**src/hdl/min_max_feature_normalizer_macros.svh**
```systemverilog
// Assertion macros for the min-max feature normaliser.
// Expects clk and rst_n in the scope of use; no other dependencies.
`ifndef MIN_MAX_FEATURE_NORMALIZER_MACROS_SVH
`define MIN_MAX_FEATURE_NORMALIZER_MACROS_SVH

// Consequent must hold in the same cycle as the antecedent.
`define MMFN_ASSERT_SAME(label, ante, cons, msg) \
    label: assert property (@(posedge clk) disable iff (!rst_n) (ante) |-> (cons)) \
        else $error(msg);

// Consequent must hold in the cycle after the antecedent.
`define MMFN_ASSERT_NEXT(label, ante, cons, msg) \
    label: assert property (@(posedge clk) disable iff (!rst_n) (ante) |=> (cons)) \
        else $error(msg);

`endif

```
**src/hdl/mmfn_pkg.sv**
```systemverilog
// Shared types and constants of the min-max feature normaliser.
// No dependencies; used by mmfn_store, mmfn_divider and the top level.
package mmfn_pkg;

    localparam int unsigned FEATURES_DEF = 256;
    localparam int unsigned DATA_W       = 32;
    localparam int unsigned FRAC_W       = 16;
    localparam int unsigned IDX_W        = 8;
    localparam int unsigned DIV_STEPS    = 32;
    localparam int unsigned CFG_ADDR_W   = 3;
    localparam int unsigned CFG_DATA_W   = 32;

    typedef logic [2:0] kind_t;

    localparam kind_t KIND_CLEAR   = 3'd0;
    localparam kind_t KIND_COLLECT = 3'd1;
    localparam kind_t KIND_FINISH  = 3'd2;
    localparam kind_t KIND_NORM    = 3'd3;
    localparam kind_t KIND_DENORM  = 3'd4;

    // Register index, taken from byte address bit 2
    localparam logic REG_DENORM_EN = 1'b0;

    localparam logic signed [DATA_W-1:0] Q_MAX = {1'b0, {(DATA_W-1){1'b1}}};
    localparam logic signed [DATA_W-1:0] Q_MIN = {1'b1, {(DATA_W-1){1'b0}}};

    typedef enum logic [2:0] {
        ST_CLEAR,
        ST_IDLE,
        ST_LOOKUP,
        ST_SETUP,
        ST_DIVIDE,
        ST_SCALE,
        ST_FINISH
    } state_t;

    typedef struct packed {
        logic                     seen;
        logic signed [DATA_W-1:0] high;
        logic signed [DATA_W-1:0] low;
    } entry_t;

    typedef struct packed {
        logic              start;
        logic [DATA_W-1:0] rem_init;
        logic [DATA_W-1:0] dq_init;
        logic [DATA_W-1:0] divisor;
    } div_req_t;

    typedef struct packed {
        logic              done;
        logic [DATA_W-1:0] quotient;
    } div_rsp_t;

endpackage

```
**src/hdl/mmfn_divider.sv**
```systemverilog
// Restoring divider: one quotient bit per cycle, DIV_STEPS bits per division.
// Depends on mmfn_pkg for the request and response structs.
module mmfn_divider (
    input  logic                clk,
    input  logic                rst_n,
    input  mmfn_pkg::div_req_t  req,
    output mmfn_pkg::div_rsp_t  rsp
);

    localparam int unsigned W     = mmfn_pkg::DATA_W;
    localparam int unsigned CNT_W = $clog2(mmfn_pkg::DIV_STEPS);

    logic             busy_reg;
    logic             done_reg;
    logic [CNT_W-1:0] count_reg;
    logic [W-1:0]     rem_reg;
    logic [W-1:0]     dq_reg;
    logic [W-1:0]     divisor_reg;

    logic [W:0]       partial;
    logic             fits;
    logic [W-1:0]     rem_next;
    logic [W-1:0]     dq_next;

    // Remainder stays below the divisor, so the trial fits back into W bits
    always_comb
    begin
        partial  = {rem_reg, dq_reg[W-1]};
        fits     = partial >= {1'b0, divisor_reg};
        rem_next = fits ? W'(partial - {1'b0, divisor_reg}) : partial[W-1:0];
        dq_next  = {dq_reg[W-2:0], fits};
    end

    always_ff @(posedge clk or negedge rst_n)
    begin
        if (!rst_n)
        begin
            busy_reg  <= 1'b0;
            done_reg  <= 1'b0;
            count_reg <= '0;
        end
        else
        begin
            done_reg <= 1'b0;
            if (req.start)
            begin
                busy_reg  <= 1'b1;
                count_reg <= '0;
            end
            else if (busy_reg)
            begin
                count_reg <= count_reg + 1'b1;
                if (count_reg == CNT_W'(mmfn_pkg::DIV_STEPS - 1))
                begin
                    busy_reg <= 1'b0;
                    done_reg <= 1'b1;
                end
            end
        end
    end

    always_ff @(posedge clk)
    begin
        if (req.start)
        begin
            rem_reg     <= req.rem_init;
            dq_reg      <= req.dq_init;
            divisor_reg <= req.divisor;
        end
        else if (busy_reg)
        begin
            rem_reg <= rem_next;
            dq_reg  <= dq_next;
        end
    end

    assign rsp.done     = done_reg;
    assign rsp.quotient = dq_reg;

endmodule

```
**config.mk**
```make
export PLATFORM = sky130hd
export DESIGN_NAME = mmfn_divider
export DESIGN_NICKNAME = d
export VERILOG_FILES = /design/src/hdl/min_max_feature_normalizer_macros.svh /design/src/hdl/mmfn_pkg.sv /design/src/hdl/mmfn_divider.sv
export SDC_FILE = /design/constraint.sdc
export NUM_CORES = 1
export LEC_CHECK = 0
export BUFFER_PORTS_ARGS = -buffer_cell sky130_fd_sc_hd__buf_2
export CORE_MARGIN = 1
export CORE_UTILIZATION = 35
export DETAILED_ROUTE_END_ITERATION = 7
export PLACE_DENSITY = 0.67
export SLEW_MARGIN = 20
export SYNTH_ARGS = -nofsm -noshare
export SYNTH_HDL_FRONTEND = slang
export SYNTH_SLANG_ARGS = --single-unit
```
**constraint.sdc**
```tcl
create_clock -name clk -period 3 [get_ports clk]
set_clock_uncertainty 0.15 [all_clocks]
set_input_delay 0 -clock clk [delete_from_list [all_inputs] [get_ports clk]]
set_output_delay 0 -clock clk [all_outputs]
set_load 0.005 [all_outputs]
```
==> metrics.txt, run 1 <==
status=completed; Initial Util=0.360; Nets=948; Critical R2R Launch=rem_reg[0]; worst stage delay on the critical path=between 0.4 and 0.5 ns; top-area cell type share of the netlist area=0.460; Post-Syn Instances=around 540; worst-margin pin slew=between 0.6 and 0.7 ns; clk_lat worst skew=around 0.35 ns; vias after detailed routing=5131; Top delay family on crit path=multiplexers; Final Max Tran Viols=0; number of enable flip-flop cells after synthesis=96; worst slack at placement=-0.137 ns; Async SR Flop Fraction=0.0680; most frequent cell after synthesis=edfxtp_1; vias in the first global route=~5.3k; first-pass GRT wire length=~26000 um; Remaining DRCs=0; synthesized cell area=6270 um2; layout filler cell count=1549; drt total wl=16100 um; die area=roughly 18000 um2; Crit. Startpoint=rem_reg[0]; Final Hold Fails=0; slowest library cell on the worst path=edfxtp_1; Antenna Nets Post-Route=0; Post-Layout Cell Count=1044; largest net degree at the start of global routing=between 60 and 70; max_cap viols=0; Pleak=between 4 and 5 nW; H-tree levels=3; Crit Path Category=flip-flop to flip-flop; top post-synthesis cells by count=edfxtp_1 (96), mux2_2 (51), a21oi_1 (41), inv_1 (41), ha_1 (34); normalized max-slew margin=0.590; sequential share of the synthesized area=0.488; Post-Synth XOR/XNOR Area=0.0405; crit path capture type=flip-flop; RSZ-0062 raised after global routing=true; clock-pin slew on the worst setup and hold paths=0.07 ns; Syn. warnings=0; Most common cell on crit path=mux2_4; worst path buffer plus inverter count=2; DP Area=about 7500 um2; largest family of logic cells by synthesized area=multiplexers; Buffers on Ports=roughly 130; post-route cell area=roughly 9000 um2; CP Launch Type=flip-flop; DIE WIDTH=roughly 140 um; n_diodes=0; wire per inst=~15 um; Synth Area in Compound Gates=0.120; core area=around 17000 um2; Synth Flop Type=edfxtp_1; overall routing resource usage=0.180; DP Cell Count=921; CTS root buffer=clkbuf_16; Yosys cell types=about 60; Worst Path Required=2.96 ns; HP Start=req[96]; Worst Path Max Fanout=4; CTS tree=done; DR vias/cell=a little under 5; crit-path cells=ha_1 -> nand2b_1 -> a211oi_1 -> buf_4 -> o21a_1 -> o2111ai_2 -> nand3_2 -> and2_4 -> clkbuf_16 -> mux2_4 -> mux2_4; min Tclk post-route=approximately 3 ns; VDD IR max=0.355 mV; die height=roughly 140 um; Hold Crit Class=input pin to flip-flop; Final period util=1.00; clock buffer depth=2; initial antenna violation count=0; net count after synthesis=670; share of layout cells above drive strength 1=0.389; mux share of post-synthesis cell area=0.133; total power per unit cell area=918 nW/um2; cts bufs inserted=9; DRT iter0 DRCs=around 250; Remaining Overflow, GRT=0; Mean Syn Cell Area=11.7 um2; TritonCTS Sinks=between 100 and 150; std cell rows=48; first-pass detailed-route iteration total=5; largest cells by area after synthesis=edfxtp_1 (46%), mux2_2 (9.2%), ha_1 (6.8%), a21oi_1 (3.3%), dfrtp_1 (2.8%); Achievable Freq=approximately 330 MHz; Yosys reg bits=103; Core Util, Final=0.526; Synth Area in Simple Gates=0.102; setup ws final=0.000929 ns; DP HPWL=10900 um; I/O pin cnt=132; Layout area overhead=46.3%; Setup TNS=0 ns; Adder-Cell Fraction of Synth Area=0.0711; GP Congestion=0.904; Final Setup Violations=0; area leader, netlist=edfxtp_1; CP arrival=between 2 and 3 ns
## worst reg2reg max path: stages (launching register included)
cell and delay [ns]:
edfxtp_1 0.43, ha_1 0.33, nand2b_1 0.09, a211oi_1 0.22
buf_4 0.16, o21a_1 0.18, o2111ai_2 0.14, nand3_2 0.11
and2_4 0.22, clkbuf_16 0.17, mux2_4 0.30, mux2_4 0.26
## placed cells by master (no fill, tap or decap), types with 5 or more instances in the layout
cell type	instances
a21o_1	14
a21oi_1	31
a21oi_2	10
a221o_1	9
and3_1	5
buf_2	130
buf_4	54
clkbuf_16	11
dfrtp_1	7
dlygate4sd3_1	98
edfxtp_1	96
ha_1	25
ha_4	8
inv_1	39
mux2_2	49
mux2_4	17
nand2_1	31
nand2b_1	7
nand3_1	7
nand4_1	6
nor2_1	24
nor2b_1	5
nor3_1	8
nor3b_1	7
o211ai_1	6
o21ai_0	11
xnor2_1	18
xor2_1	11
## layer usage
metal  global-route usage  routed length, um
met1                0.225               7200
met5                    0                  0
met2                0.304               7790
met4               0.0605                201
met3               0.0419                945
## path summary, 6_finish.rpt
kind / endpoint / depth (start not counted) / slack (ns)
worst max-delay path: rem_reg[3] / 11 / 0.0009
worst min-delay path: divisor_reg[30] / 1 / 0.06
worst max register to register: rem_reg[3] / 11 / 0.0009
worst min register to register: count_reg[4] / 2 / 0.39
max in group asynchronous: count_reg[2] / 3 / 1.97
min in group asynchronous: done_reg / 3 / 0.49
## power breakdown
| group | internal (mW) | switching [mW] | leakage, nW | total [mW] |
|---|---|---|---|---|
| clock network | 0.648 | 0.538 | 0.138 | 1.19 |
| logic | 2.78 | 2.22 | 2.78 | 5.00 |
| registers | 2.02 | 0.220 | 1.08 | 2.24 |
| total | 5.44 | 2.98 | 4.00 | 8.42 |
## layout make-up
| class | count | area, um2 | area share |
|---|---|---|---|
| multi-input combinational | 368 | 3180 | 0.346 |
| inverter | 41 | 154 | 0.0168 |
| timing repair buffer | 291 | 2200 | 0.240 |
| tap | 225 | 282 | 0.0307 |
| sequential | 103 | 3060 | 0.334 |
| clock inverter | 7 | 70.1 | 0.00764 |
| clock buffer | 9 | 225 | 0.0246 |
## logic make-up after synthesis
group | count (synthesis)
simple gates | 123
compound gates | 110
flops | 103
mux | 71
buf+inv | 65
fa+ha+maj | 35
xor+xnor | 29
## metrics by stage
step | hold WS [ns] | power, mW
floorplan | -0.446 | 5.15
global placement | -0.310 | 6.30
detailed placement | -0.305 | 6.36
CTS | 0.0428 | 7.87
global route | 0.0647 | 9.01
finish | 0.0643 | 8.42
## timing repair
action                     4_1_cts  5_1_grt
setup buffers                    2        5
setup endpoints to repair       26       29
gates resized for setup          9       45
hold buffers                    98        0
hold endpoints to repair       103        0
pin swaps                        5       17
gates cloned                     0        2
Note: power is estimated with default switching activity, not from simulation.
==> inputs of run 2 (changes only) <==
--- a/config.mk
+++ b/config.mk
@@ -6,10 +6,12 @@
 export NUM_CORES = 1
 export LEC_CHECK = 0
 export BUFFER_PORTS_ARGS = -buffer_cell sky130_fd_sc_hd__buf_2
+export CELL_PAD_IN_SITES_DETAIL_PLACEMENT = 0
+export CELL_PAD_IN_SITES_GLOBAL_PLACEMENT = 1
 export CORE_MARGIN = 1
 export CORE_UTILIZATION = 35
 export DETAILED_ROUTE_END_ITERATION = 7
-export PLACE_DENSITY = 0.67
+export PLACE_DENSITY = 0.8
 export SLEW_MARGIN = 20
 export SYNTH_ARGS = -nofsm -noshare
 export SYNTH_HDL_FRONTEND = slang
==> metrics.txt, run 2 (synthesis results as in run 1) <==
Initial Util=0.360; wire length on met1=7650 um; initial antenna violation count=0; std cell rows=48; DRT iter0 DRCs=229; Remaining DRCs=0; failing checks=negative setup slack; Worst Path Required=just under 3 ns; Buffers on Ports=approximately 130; Final Max Tran Viols=0; DR vias/cell=~5.0; clk_lat worst skew=approximately 0.36 ns; Worst Path Max Fanout=7; worst hold path depth=4; share of layout cells above drive strength 1=0.407; Final Hold Fails=0; first-pass detailed-route iteration total=4; worst-margin pin slew=0.729 ns; crit path capture type=flip-flop; Max Used Layer=met4; detailed-routed wire length on met3=801 um; GP Congestion=between 0.8 and 0.9; Final Setup Violations=1; core area=17400 um2; clock buffer depth=2; DP Area=~7500 um2; die height=around 140 um; wire per inst=~16 um; WL met2=approximately 8200 um; drt total wl=around 17000 um; status=finished, violations left; Antenna Nets Post-Route=0; largest net degree at the start of global routing=56; Remaining Overflow, GRT=0; TritonCTS Sinks=between 100 and 150; vias after detailed routing=about 5.3k; CTS root buffer=clkbuf_16; Nets=approximately 960; R2R cell count=9; CP Launch Type=flip-flop; I/O pin cnt=about 130; total power per unit cell area=about 900 nW/um2; VDD IR max=0.403 mV; overall routing resource usage=0.185; Hold Crit Class=input pin to flip-flop; RSZ-0062 raised after global routing=true; Achievable Freq=333 MHz; min Tclk post-route=approximately 3.0 ns; vias in the first global route=around 5.5k; Final period util=1.00; worst hold slack=about 0.076 ns; CP arrival=2.96 ns; die area=about 18000 um2; max_cap viols=0; post-route cell area=just over 9000 um2; commonest non-fill, non-tap cells in the layout=buf_2 (130), dlygate4sd3_1 (98), edfxtp_1 (96); setup ws final=-0.000135 ns; Total Power=~8.6 mW; Setup TNS=-0.000135 ns; cts bufs inserted=9; Layout area overhead=47.7%; n_diodes=0; Crit Path Category=flip-flop to flip-flop; DIE WIDTH=136 um; H-tree levels=3; most common cell after layout, fill and taps aside=buf_2; normalized max-slew margin=0.514; DP HPWL=11500 um; Pleak=4.05 nW; first-pass GRT wire length=between 20000 and 30000 um; CTS tree=done; clock-pin slew on the worst setup and hold paths=approximately 0.08 ns
==> run 2: changes by cell type in the layout (fill, tap and decap cells not counted), sizes merged <==
cell	before	now
inv	43	45
clkbuf	11	12
bufinv	1	0
clkinvlp	2	0
buf	191	200
==> run 2: final cells by class <==
type	count	area, um2
Clock buffer	10	229
Clock inverter	6	62.6
Fill cell	1552	8160
Inverter	41	154
Multi-Input combinational cell	368	3210
Sequential cell	103	3060
Tap cell	225	282
Timing Repair Buffer	300	2260
==> run 2: worst max-delay path, cell delays in order, from the launching register on <==
cell      delay, ns
edfxtp_1       0.43
ha_4           0.27
a211oi_2       0.23
o211ai_1       0.13
a221oi_2       0.33
a311oi_2       0.17
a221o_1        0.38
a221oi_2       0.28
xnor2_1        0.10
a221o_1        0.28
==> run 2: through the flow <==
| step | utilization | std cells | worst slack [ns] |
|---|---|---|---|
| floorplan | - | 536 | 0.00266 |
| global route | 0.531 | 1053 | -0.168 |
| global placement | 0.432 | 926 | -0.102 |
| detailed placement | 0.432 | 926 | -0.161 |
| CTS | 0.511 | 1044 | -0.0265 |
| finish | 0.531 | 1053 | -0.000135 |
==> run 2: routing by layer <==
layer  up-vias  GRT usage
li1       2566          -
met1      2547      0.230
met2       135      0.315
met3        23     0.0400
met4         0     0.0599
met5         -          0
==> run 2: power breakdown <==
| part | total [mW] | leakage [nW] | internal (mW) | switching [mW] |
|---|---|---|---|---|
| combinational | 5.13 | 2.82 | 2.84 | 2.30 |
| clock | 1.17 | 0.143 | 0.588 | 0.587 |
| sequential | 2.26 | 1.08 | 2.02 | 0.241 |
| total | 8.57 | 4.05 | 5.44 | 3.12 |
==> run 2: repair_timing <==
action                     CTS  global route
hold buffers                98             0
setup buffers                4             7
cloned                       0             2
hold endpoints to repair   115             0
setup endpoints to repair   28            27
resized for setup           11            50
pin swaps                    7            20
==> run 2: final timing paths <==
path | startpoint | to | slack (ns)
min reg2reg | count_reg[4] | count_reg[4] | 0.40
max in group asynchronous | rst_n | count_reg[0] | 2.02
max reg2reg | rem_reg[10] | rem_reg[30] | -0.0001
max | rem_reg[10] | rem_reg[30] | -0.0001
min in group asynchronous | rst_n | done_reg | 0.45
min | req[95] | rem_reg[31] | 0.08
==> inputs of run 3 (changes only) <==
--- a/config.mk
+++ b/config.mk
@@ -12,6 +12,7 @@
 export CORE_UTILIZATION = 35
 export DETAILED_ROUTE_END_ITERATION = 7
 export PLACE_DENSITY = 0.8
+export REMOVE_ABC_BUFFERS = 1
 export SLEW_MARGIN = 20
 export SYNTH_ARGS = -nofsm -noshare
 export SYNTH_HDL_FRONTEND = slang
==> metrics.txt, run 3 (synthesis results as in run 1) <==
total power per unit cell area=slightly above 900 nW/um2; max_cap viols=0; I/O pin cnt=approximately 130; Achievable Freq=331 MHz; Total Power=8.30 mW; Post-Layout Cell Count=1046; Nets=between 900 and 1k; DP Cell Count=923; Pleak=3.98 nW; CTS tree=done; slowest library cell on the worst path=edfxtp_1; Antenna Nets Post-Route=0; CP arrival=a little under 3 ns; Final Hold Fails=0; Layout area overhead=46.1%; first-pass GRT wire length=26300 um; worst-margin pin slew=just over 0.6 ns; CP Launch Type=flip-flop; Remaining DRCs=0; worst path buffer plus inverter count=2; core area=between 15000 and 20000 um2; TritonCTS Sinks=roughly 100; failing checks=negative setup slack; Critical R2R Launch=rem_reg[28]; VDD IR max=around 0.48 mV; Top delay family on crit path=compound AO/OA/AOI/OAI gates; min Tclk post-route=roughly 3.0 ns; Hold Crit Class=input pin to flip-flop; crit-path cells=ha_1 -> a21oi_2 -> o211ai_1 -> a211oi_1 -> buf_4 -> and3_4 -> nand3_2 -> and2_4 -> buf_12 -> mux2_4 -> mux2_2; GP Congestion=0.861; R2R cell count=11; Buffers on Ports=about 130; Crit Path Category=flip-flop to flip-flop; die height=~140 um; Remaining Overflow, GRT=0; clock buffer depth=2; vias in the first global route=between 5k and 6k; cts bufs inserted=9; setup ws final=-0.0184 ns; DP HPWL=~11000 um; DIE WIDTH=between 100 and 150 um; crit path to=rem_reg[12]; first-pass detailed-route iteration total=4; clock-pin slew on the worst setup and hold paths=approximately 0.07 ns; most common cell after layout, fill and taps aside=buf_2; largest net degree at the start of global routing=65; Core Util, Final=0.526; worst stage delay on the critical path=about 0.44 ns; DR vias/cell=between 4 and 5; cell depth of the worst setup path=11; Final period util=1.01; Initial Util=0.360; status=finished, violations left; std cell rows=48; Crit. Startpoint=rem_reg[28]; H-tree levels=3; wire per inst=approximately 15 um; overall routing resource usage=0.182; drt total wl=about 16000 um; commonest non-fill, non-tap cells in the layout=buf_2 (130), dlygate4sd3_1 (98), edfxtp_1 (96); normalized max-slew margin=0.586; r2r endpoint=rem_reg[12]; DRT iter0 DRCs=282; share of layout cells above drive strength 1=0.392; Worst Path Max Fanout=11; initial antenna violation count=0; die area=roughly 18000 um2; n_diodes=0; Final Max Tran Viols=0; layout filler cell count=about 1.5k; crit path capture type=flip-flop; flop2flop setup slack=-0.02 ns; Setup TNS=-0.120 ns; CTS root buffer=clkbuf_16; vias after detailed routing=a little over 5k; Worst Path Required=2.95 ns; Final Setup Violations=12; RSZ-0062 raised after global routing=true; clk_lat worst skew=between 0.3 and 0.4 ns
==> run 3: cell types whose count changed in the layout (fill, tap and decap cells not counted), sizes merged <==
cell,previous run,this run
clkinv,2,3
bufinv,0,1
buf,200,195
inv,45,42
clkbuf,12,10
clkinvlp,0,1
==> run 3: area by class of cell <==
class | count | area [um2] | area share
Multi-Input combinational cell | 368 | 3190 | 0.349
Sequential cell | 103 | 3060 | 0.334
Timing Repair Buffer | 293 | 2180 | 0.238
Tap cell | 225 | 282 | 0.0307
Clock buffer | 10 | 229 | 0.0250
Inverter | 41 | 154 | 0.0168
Clock inverter | 6 | 60.1 | 0.00656
==> run 3: worst reg2reg max path, cell delays in order (launching register included) <==
cell,delay (ns)
edfxtp_1,0.44
ha_1,0.27
a21oi_2,0.22
o211ai_1,0.13
a211oi_1,0.25
buf_4,0.16
and3_4,0.17
nand3_2,0.08
and2_4,0.19
buf_12,0.15
mux2_4,0.30
mux2_2,0.26
==> run 3: worst min-delay path by stage <==
stage / start / to / slack, ns / cells after the start
2_1_floorplan: rst_n / busy_reg / -0.45 / 0
3_3_place_gp: rst_n / count_reg[1] / -0.31 / 1
3_5_place_dp: rst_n / count_reg[0] / -0.31 / 1
4_1_cts: req[91] / rem_reg[27] / 0.008 / 4
5_1_grt: req[91] / rem_reg[27] / 0.06 / 4
6_report: req[91] / rem_reg[27] / 0.05 / 4
==> run 3: power breakdown <==
part / switching [mW] / internal (mW)
Clock: 0.528 / 0.645
Combinational: 2.18 / 2.70
Sequential: 0.234 / 2.02
==> run 3: per-stage QoR <==
step | hold slack (ns) | setup slack, ns | cell area (um2)
after floorplan | -0.446 | 0.00266 | 6140
after global placement | -0.314 | -0.0526 | 7510
after detailed placement | -0.310 | -0.175 | 7510
after CTS | 0.00801 | 0.000991 | 8940
after global routing | 0.0570 | -0.122 | 9160
final | 0.0454 | -0.0184 | 9160
==> run 3: what timing repair did <==
action                                  CTS  global route
hold buffers                             98             0
endpoints found under the setup margin   29            27
pin swaps                                12            14
setup buffers                             4             5
endpoints found under the hold margin   107             0
resized for setup                        15            36
==> run 3: metal layers <==
layer | wire (um) | GRT usage | up-vias | share of wire
met1 | 7050 | 0.230 | 2444 | 0.44
met5 | 0 | 0 | - | 0
li1 | - | - | 2561 | -
met2 | 7940 | 0.311 | 135 | 0.50
met3 | 725 | 0.0269 | 17 | 0.045
met4 | 280 | 0.0718 | 0 | 0.018
